[src/fct_pkg.sv]
// Shared constants and types for the FAT12 cluster table.
package fct_pkg;

  localparam int unsigned ENTRY_COUNT = 4096;
  localparam int unsigned ADDR_W      = $clog2(ENTRY_COUNT);
  localparam int unsigned ENTRY_W     = 12;

  localparam logic [ENTRY_W-1:0] LAST_CLUSTER_RESET = 12'd2848;
  localparam logic [ADDR_W:0]    FIRST_CLUSTER      = (ADDR_W + 1)'(2);
  localparam logic [ADDR_W:0]    ENTRY_COUNT_X      = (ADDR_W + 1)'(ENTRY_COUNT);
  localparam logic [ADDR_W-1:0]  TOP_MAX            = ADDR_W'(ENTRY_COUNT - 1);

  typedef enum logic [1:0] {
    CMD_READ  = 2'd0,
    CMD_WRITE = 2'd1,
    CMD_FIND  = 2'd2,
    CMD_COUNT = 2'd3
  } cmd_e;

  typedef struct packed {
    logic [ENTRY_W-1:0] data;
    logic               found;
  } res_t;

  typedef struct packed {
    logic               we;
    logic [ADDR_W-1:0]  waddr;
    logic [ENTRY_W-1:0] wdata;
    logic [ADDR_W-1:0]  raddr;
  } ram_req_t;

endpackage

[src/fct_seq.sv]
// Command sequencer: table clear sweep, read/write, and scan for find-free and count-free.
module fct_seq import fct_pkg::*; (
  input  logic               clk_i,
  input  logic               rst_ni,
  input  logic               cmd_valid_i,
  output logic               cmd_ready_o,
  input  cmd_e               cmd_i,
  input  logic [ENTRY_W-1:0] index_i,
  input  logic [ENTRY_W-1:0] value_i,
  input  logic [ADDR_W-1:0]  top_i,
  output ram_req_t           ram_req_o,
  input  logic [ENTRY_W-1:0] ram_rdata_i,
  output logic               res_valid_o,
  input  logic               res_ready_i,
  output res_t               res_o
);

  typedef enum logic [2:0] {
    ST_CLEAR,
    ST_IDLE,
    ST_READ,
    ST_SCAN,
    ST_RESP
  } state_e;

  state_e             state_q;
  logic [ADDR_W:0]    addr_q;
  logic               pend_q;
  logic [ADDR_W-1:0]  pidx_q;
  logic [ENTRY_W-1:0] cnt_q;
  cmd_e               cmd_q;
  logic               rng_q;
  res_t               res_q;

  logic accept;
  logic in_range;
  logic issue;
  logic zero;

  assign cmd_ready_o = (state_q == ST_IDLE);
  assign accept      = cmd_valid_i && cmd_ready_o;
  assign in_range    = ({1'b0, index_i} < ENTRY_COUNT_X);
  assign issue       = (addr_q <= {1'b0, top_i});
  assign zero        = (ram_rdata_i == '0);

  always_comb begin
    ram_req_o       = '0;
    ram_req_o.raddr = index_i[ADDR_W-1:0];
    case (state_q)
      ST_CLEAR: begin
        ram_req_o.we    = 1'b1;
        ram_req_o.waddr = addr_q[ADDR_W-1:0];
      end
      ST_IDLE: begin
        ram_req_o.we    = accept && (cmd_i == CMD_WRITE) && in_range;
        ram_req_o.waddr = index_i[ADDR_W-1:0];
        ram_req_o.wdata = value_i;
      end
      ST_SCAN: begin
        ram_req_o.raddr = addr_q[ADDR_W-1:0];
      end
      default: begin
      end
    endcase
  end

  always_ff @(posedge clk_i or negedge rst_ni) begin
    if (!rst_ni) begin
      state_q <= ST_CLEAR;
      addr_q  <= '0;
      pend_q  <= 1'b0;
      pidx_q  <= '0;
      cnt_q   <= '0;
      cmd_q   <= CMD_READ;
      rng_q   <= 1'b0;
      res_q   <= '0;
    end else begin
      case (state_q)
        ST_CLEAR: begin
          if (addr_q[ADDR_W-1:0] == TOP_MAX) begin
            addr_q  <= '0;
            state_q <= ST_IDLE;
          end else begin
            addr_q <= addr_q + 1'b1;
          end
        end
        ST_IDLE: begin
          pend_q <= 1'b0;
          if (accept) begin
            cmd_q <= cmd_i;
            case (cmd_i)
              CMD_READ: begin
                rng_q   <= in_range;
                state_q <= ST_READ;
              end
              CMD_WRITE: begin
                res_q   <= '0;
                state_q <= ST_RESP;
              end
              default: begin
                addr_q  <= FIRST_CLUSTER;
                cnt_q   <= '0;
                state_q <= ST_SCAN;
              end
            endcase
          end
        end
        ST_READ: begin
          res_q.data  <= rng_q ? ram_rdata_i : '0;
          res_q.found <= 1'b0;
          state_q     <= ST_RESP;
        end
        ST_SCAN: begin
          pend_q <= issue;
          pidx_q <= addr_q[ADDR_W-1:0];
          if (issue) begin
            addr_q <= addr_q + 1'b1;
          end
          if (pend_q && zero && (cmd_q == CMD_FIND)) begin
            res_q.data  <= ENTRY_W'(pidx_q);
            res_q.found <= 1'b1;
            state_q     <= ST_RESP;
          end else if (pend_q && zero) begin
            cnt_q <= cnt_q + 1'b1;
          end else if (!issue && !pend_q) begin
            res_q.data  <= (cmd_q == CMD_FIND) ? '0 : cnt_q;
            res_q.found <= 1'b0;
            state_q     <= ST_RESP;
          end
        end
        ST_RESP: begin
          if (res_ready_i) begin
            state_q <= ST_IDLE;
          end
        end
        default: begin
          state_q <= ST_IDLE;
        end
      endcase
    end
  end

  assign res_valid_o = (state_q == ST_RESP);
  assign res_o       = res_q;

  a_found_in_range: assert property (@(posedge clk_i) disable iff (!rst_ni)
    res_valid_o && res_o.found |-> res_o.data >= ENTRY_W'(2))
    else $error("found cluster below first data cluster");

  a_found_only_find: assert property (@(posedge clk_i) disable iff (!rst_ni)
    res_valid_o && (cmd_q != CMD_FIND) |-> !res_o.found)
    else $error("found flag set for a non-find command");

  a_scan_bounded: assert property (@(posedge clk_i) disable iff (!rst_ni)
    (state_q == ST_SCAN) && pend_q |-> pidx_q <= top_i)
    else $error("scan read beyond last cluster");

  a_no_write_in_scan: assert property (@(posedge clk_i) disable iff (!rst_ni)
    (state_q == ST_SCAN) || (state_q == ST_READ) |-> !ram_req_o.we)
    else $error("table written outside clear or write command");

endmodule

[config.mk]
export PLATFORM = sky130hd
export DESIGN_NAME = fct_seq
export DESIGN_NICKNAME = d
export VERILOG_FILES = /design/src/fct_pkg.sv /design/src/fct_seq.sv
export SDC_FILE = /design/constraint.sdc
export NUM_CORES = 1
export LEC_CHECK = 0
export BUFFER_PORTS_ARGS = -buffer_cell sky130_fd_sc_hd__buf_2
export CORE_MARGIN = 4
export CORE_UTILIZATION = 37
export DETAILED_ROUTE_END_ITERATION = 7
export SETUP_SLACK_MARGIN = 0.2
export SKIP_CTS_REPAIR_TIMING = 1
export SYNTH_ARGS = -nofsm -noshare
export SYNTH_HDL_FRONTEND = slang
export SYNTH_SLANG_ARGS = --single-unit
export TNS_END_PERCENT = 5
[constraint.sdc]
create_clock -name clk_i -period 2.76 [get_ports clk_i]
set_input_delay 0.552 -clock clk_i [delete_from_list [all_inputs] [get_ports clk_i]]
set_output_delay 0.552 -clock clk_i [all_outputs]
set_load 0.05 [all_outputs]
==> results.py <==
metrics = {
    "run_status": {
        "status": "completed",
    },
    "grt": {
        "grt_usage": 0.193,
        "antenna_found_initial": 0,
        "grt_pass1_vias": 3436,
        "overflow": 0,
        "grt_pass1_wl_mm": 17.6,
        "grt_max_degree": 38,
    },
    "synthesis": {
        "seq_area_frac_synth": 0.395,
        "yosys-top-cells-area": "dfrtp_1, nand2_1, ha_1",
        "synth-seq-cells": 57,
        "synth_cell_types": 53,
        "synthArstFlopShare": 1.00,
        "syn_area_um2": 3610,
        "postSynthAreaPerCell_um2": 8.61,
        "synth_area_leader_cell": "dfrtp_1",
        "synth_ff_type": "dfrtp_1",
        "synthCells": 420,
        "synth_top_area_frac": 0.395,
        "synth_fp_nets": 488,
        "yosysWarnings": 0,
        "synth_edf_count": 0,
    },
    "final_layout": {
        "area_growth_pct": 28.3,
        "n_fill_cell": 963,
        "layout-drive-gt1-share": 0.301,
        "seq_area_um2": 1430,
        "fin_nets": 609,
        "multiInputGateArea_um2": 1990,
        "final_design_area_no_fill_um2": 4640,
        "antenna_cells": 0,
    },
    "floorplanning": {
        "die_h_um": 107,
        "initial_utilization": 0.386,
        "rows": 35,
        "die-area_um2": 11400,
        "fp.dieW_um": 107,
        "ios": 106,
        "coreArea_um2": 9370,
    },
    "drt": {
        "routed_wirelength_mm": 10.9,
        "dr.pass1.iters": 5,
        "avgViaCountPerCell": 5.32,
        "wl_per_cell_um": 16.1,
        "ant_nets": 0,
        "drc_errors": 0,
        "num_vias": 3584,
        "first_iter_violations": 194,
    },
    "place": {
        "dp_hpwl_mm": 8.33,
        "gp_congestion": 0.864,
        "placed_cell_area_um2": 4430,
        "dp_worst_setup_slack_ns": -0.0367,
        "io_buffer_count": 105,
    },
    "worst_setup_path": {
        "cp-end-kind": "primary output",
        "worstPathArrival_ns": 1.93,
        "crit_type": "flop to primary output",
        "cp-start-kind": "flop",
        "cp_max_fo": 30,
        "cp.required_ns": 2.21,
    },
    "timing": {
        "finalCritPeriodShare": 0.901,
        "post-route-min-period_ns": 2.49,
        "rsz0062_at_grt": "yes",
        "fmax_ghz": 0.402,
        "holdWs_ns": 0.163,
        "drv_slew": 0,
        "slew_headroom": 0.456,
        "skew_ns": 0.00932,
        "final-setup-viol-count": 0,
        "hold_viol": 0,
        "tightest_slew_ns": 0.813,
        "setup-tns-final_ns": 0,
        "setup_ws_ns": 0.274,
    },
    "clocking": {
        "cts_sinks": 57,
        "cts_tree": "built",
        "path_clk_slew_ns": 0.07,
        "clkLatencyLatePin_ns": 0.34,
        "htreeDepth": 3,
        "root_buffer": "clkbuf_8",
        "cts_made_buffers": 9,
        "clockBufferDepth": 2,
    },
    "worst_hold_path": {
        "min_path_type": "primary input to async pin",
    },
    "flow_run": {
        "cap_violations": 0,
    },
    "power": {
        "p_leak_nw": 2.43,
        "power_density_nw_per_um2": 1000,
        "ir_drop_mv": 0.541,
    },
}
-- cells in the mapped netlist (2+ instances only) --
| cell type | count |
|---|---|
| nand2_1 | 82 |
| dfrtp_1 | 57 |
| inv_1 | 32 |
| o31ai_1 | 23 |
| nor2_1 | 21 |
| and2_1 | 18 |
| a21oi_1 | 17 |
| clkbuf_1 | 16 |
| nand3_1 | 16 |
| o21ai_0 | 15 |
| ha_1 | 14 |
| a222oi_1 | 12 |
| a22o_1 | 12 |
| mux2i_1 | 12 |
| and3_1 | 7 |
| or4_1 | 6 |
| nor2b_1 | 5 |
| nor3_1 | 5 |
| buf_2 | 3 |
| nand2b_1 | 3 |
| nand4_1 | 3 |
| a211oi_1 | 2 |
| a21o_1 | 2 |
| a31o_2 | 2 |
| a31oi_1 | 2 |
| and4_1 | 2 |
| o22ai_1 | 2 |
| or2_2 | 2 |
| or3_1 | 2 |
| xor2_1 | 2 |
-- registers in the layout (all words and copies together) (netlist names) --
register,flops
addr_q,13
cmd_q,2
cnt_q,12
pend_q,1
pidx_q,12
res_o,13
rng_q,1
state_q,3
-- where the power goes --
part           total [W]  switching, W  internal, W
logic            0.00264       0.00185     0.000786
registers        0.00122      0.000198      0.00103
clock network   0.000797      0.000338     0.000459
-- final cells by class --
type | count | share of cell area
repair buffers | 131 | 0.161
well taps | 129 | 0.0348
clock inverters | 3 | 0.00863
multi-input cells | 310 | 0.429
inverters | 32 | 0.0259
flip-flops and latches | 57 | 0.308
clock buffers | 12 | 0.0335
-- metal layers --
metal | GRT usage | routed length, µm | up-vias
met5 | 0 | 0 | -
met4 | 0.0584 | 133 | 0
met3 | 0.0403 | 743 | 14
met2 | 0.315 | 5130 | 129
met1 | 0.258 | 4850 | 1695
li1 | - | - | 1746
-- worst paths after layout --
check                      slack, ns       endpoint        from  cells after the start
setup reg to reg                0.29     addr_q[11]   addr_q[8]                      8
max in group asynchronous       1.74      addr_q[1]      rst_ni                      2
min in group clk_i              0.47       cmd_q[1]    cmd_q[1]                      2
setup / recovery                0.27  ram_req_o[25]  state_q[2]                      5
hold reg to reg                 0.47       cmd_q[1]    cmd_q[1]                      2
hold / removal                  0.16       res_o[5]      rst_ni                      1
-- kinds of logic after synthesis --
group | synth area share
fa+ha+maj | 0.0485
flops | 0.395
xor+xnor | 0.00485
mux | 0.0332
simple gates | 0.251
buf+inv | 0.0592
compound gates | 0.209
-- cells in the final DEF (no fill, tap or decap), types with 12 or more instances in the layout --
master,count
a21oi_1,17
a222oi_1,12
a22o_1,12
and2_1,18
buf_2,105
buf_4,24
dfrtp_1,57
ha_1,14
inv_1,32
mux2i_1,12
nand2_1,82
nand3_1,16
nor2_1,20
o21ai_0,15
o31ai_1,23
-- critical path, stage by stage (launching register included) --
cell	delay (ns)
dfrtp_1	0.45
nand2b_1	0.25
nor2_4	0.23
buf_12	0.21
a22o_1	0.18
buf_2	0.27
-- metrics by stage --
step	std cells	utilization	total power [W]
5_1_grt	674	0.495	0.00492
3_3_place_gp	659	0.473	0.00383
2_1_floorplan	420	-	0.00309
6_report	674	0.495	0.00466
4_1_cts	674	0.494	0.00466
3_5_place_dp	659	0.473	0.00386
Power figures use the tool's default switching activity.
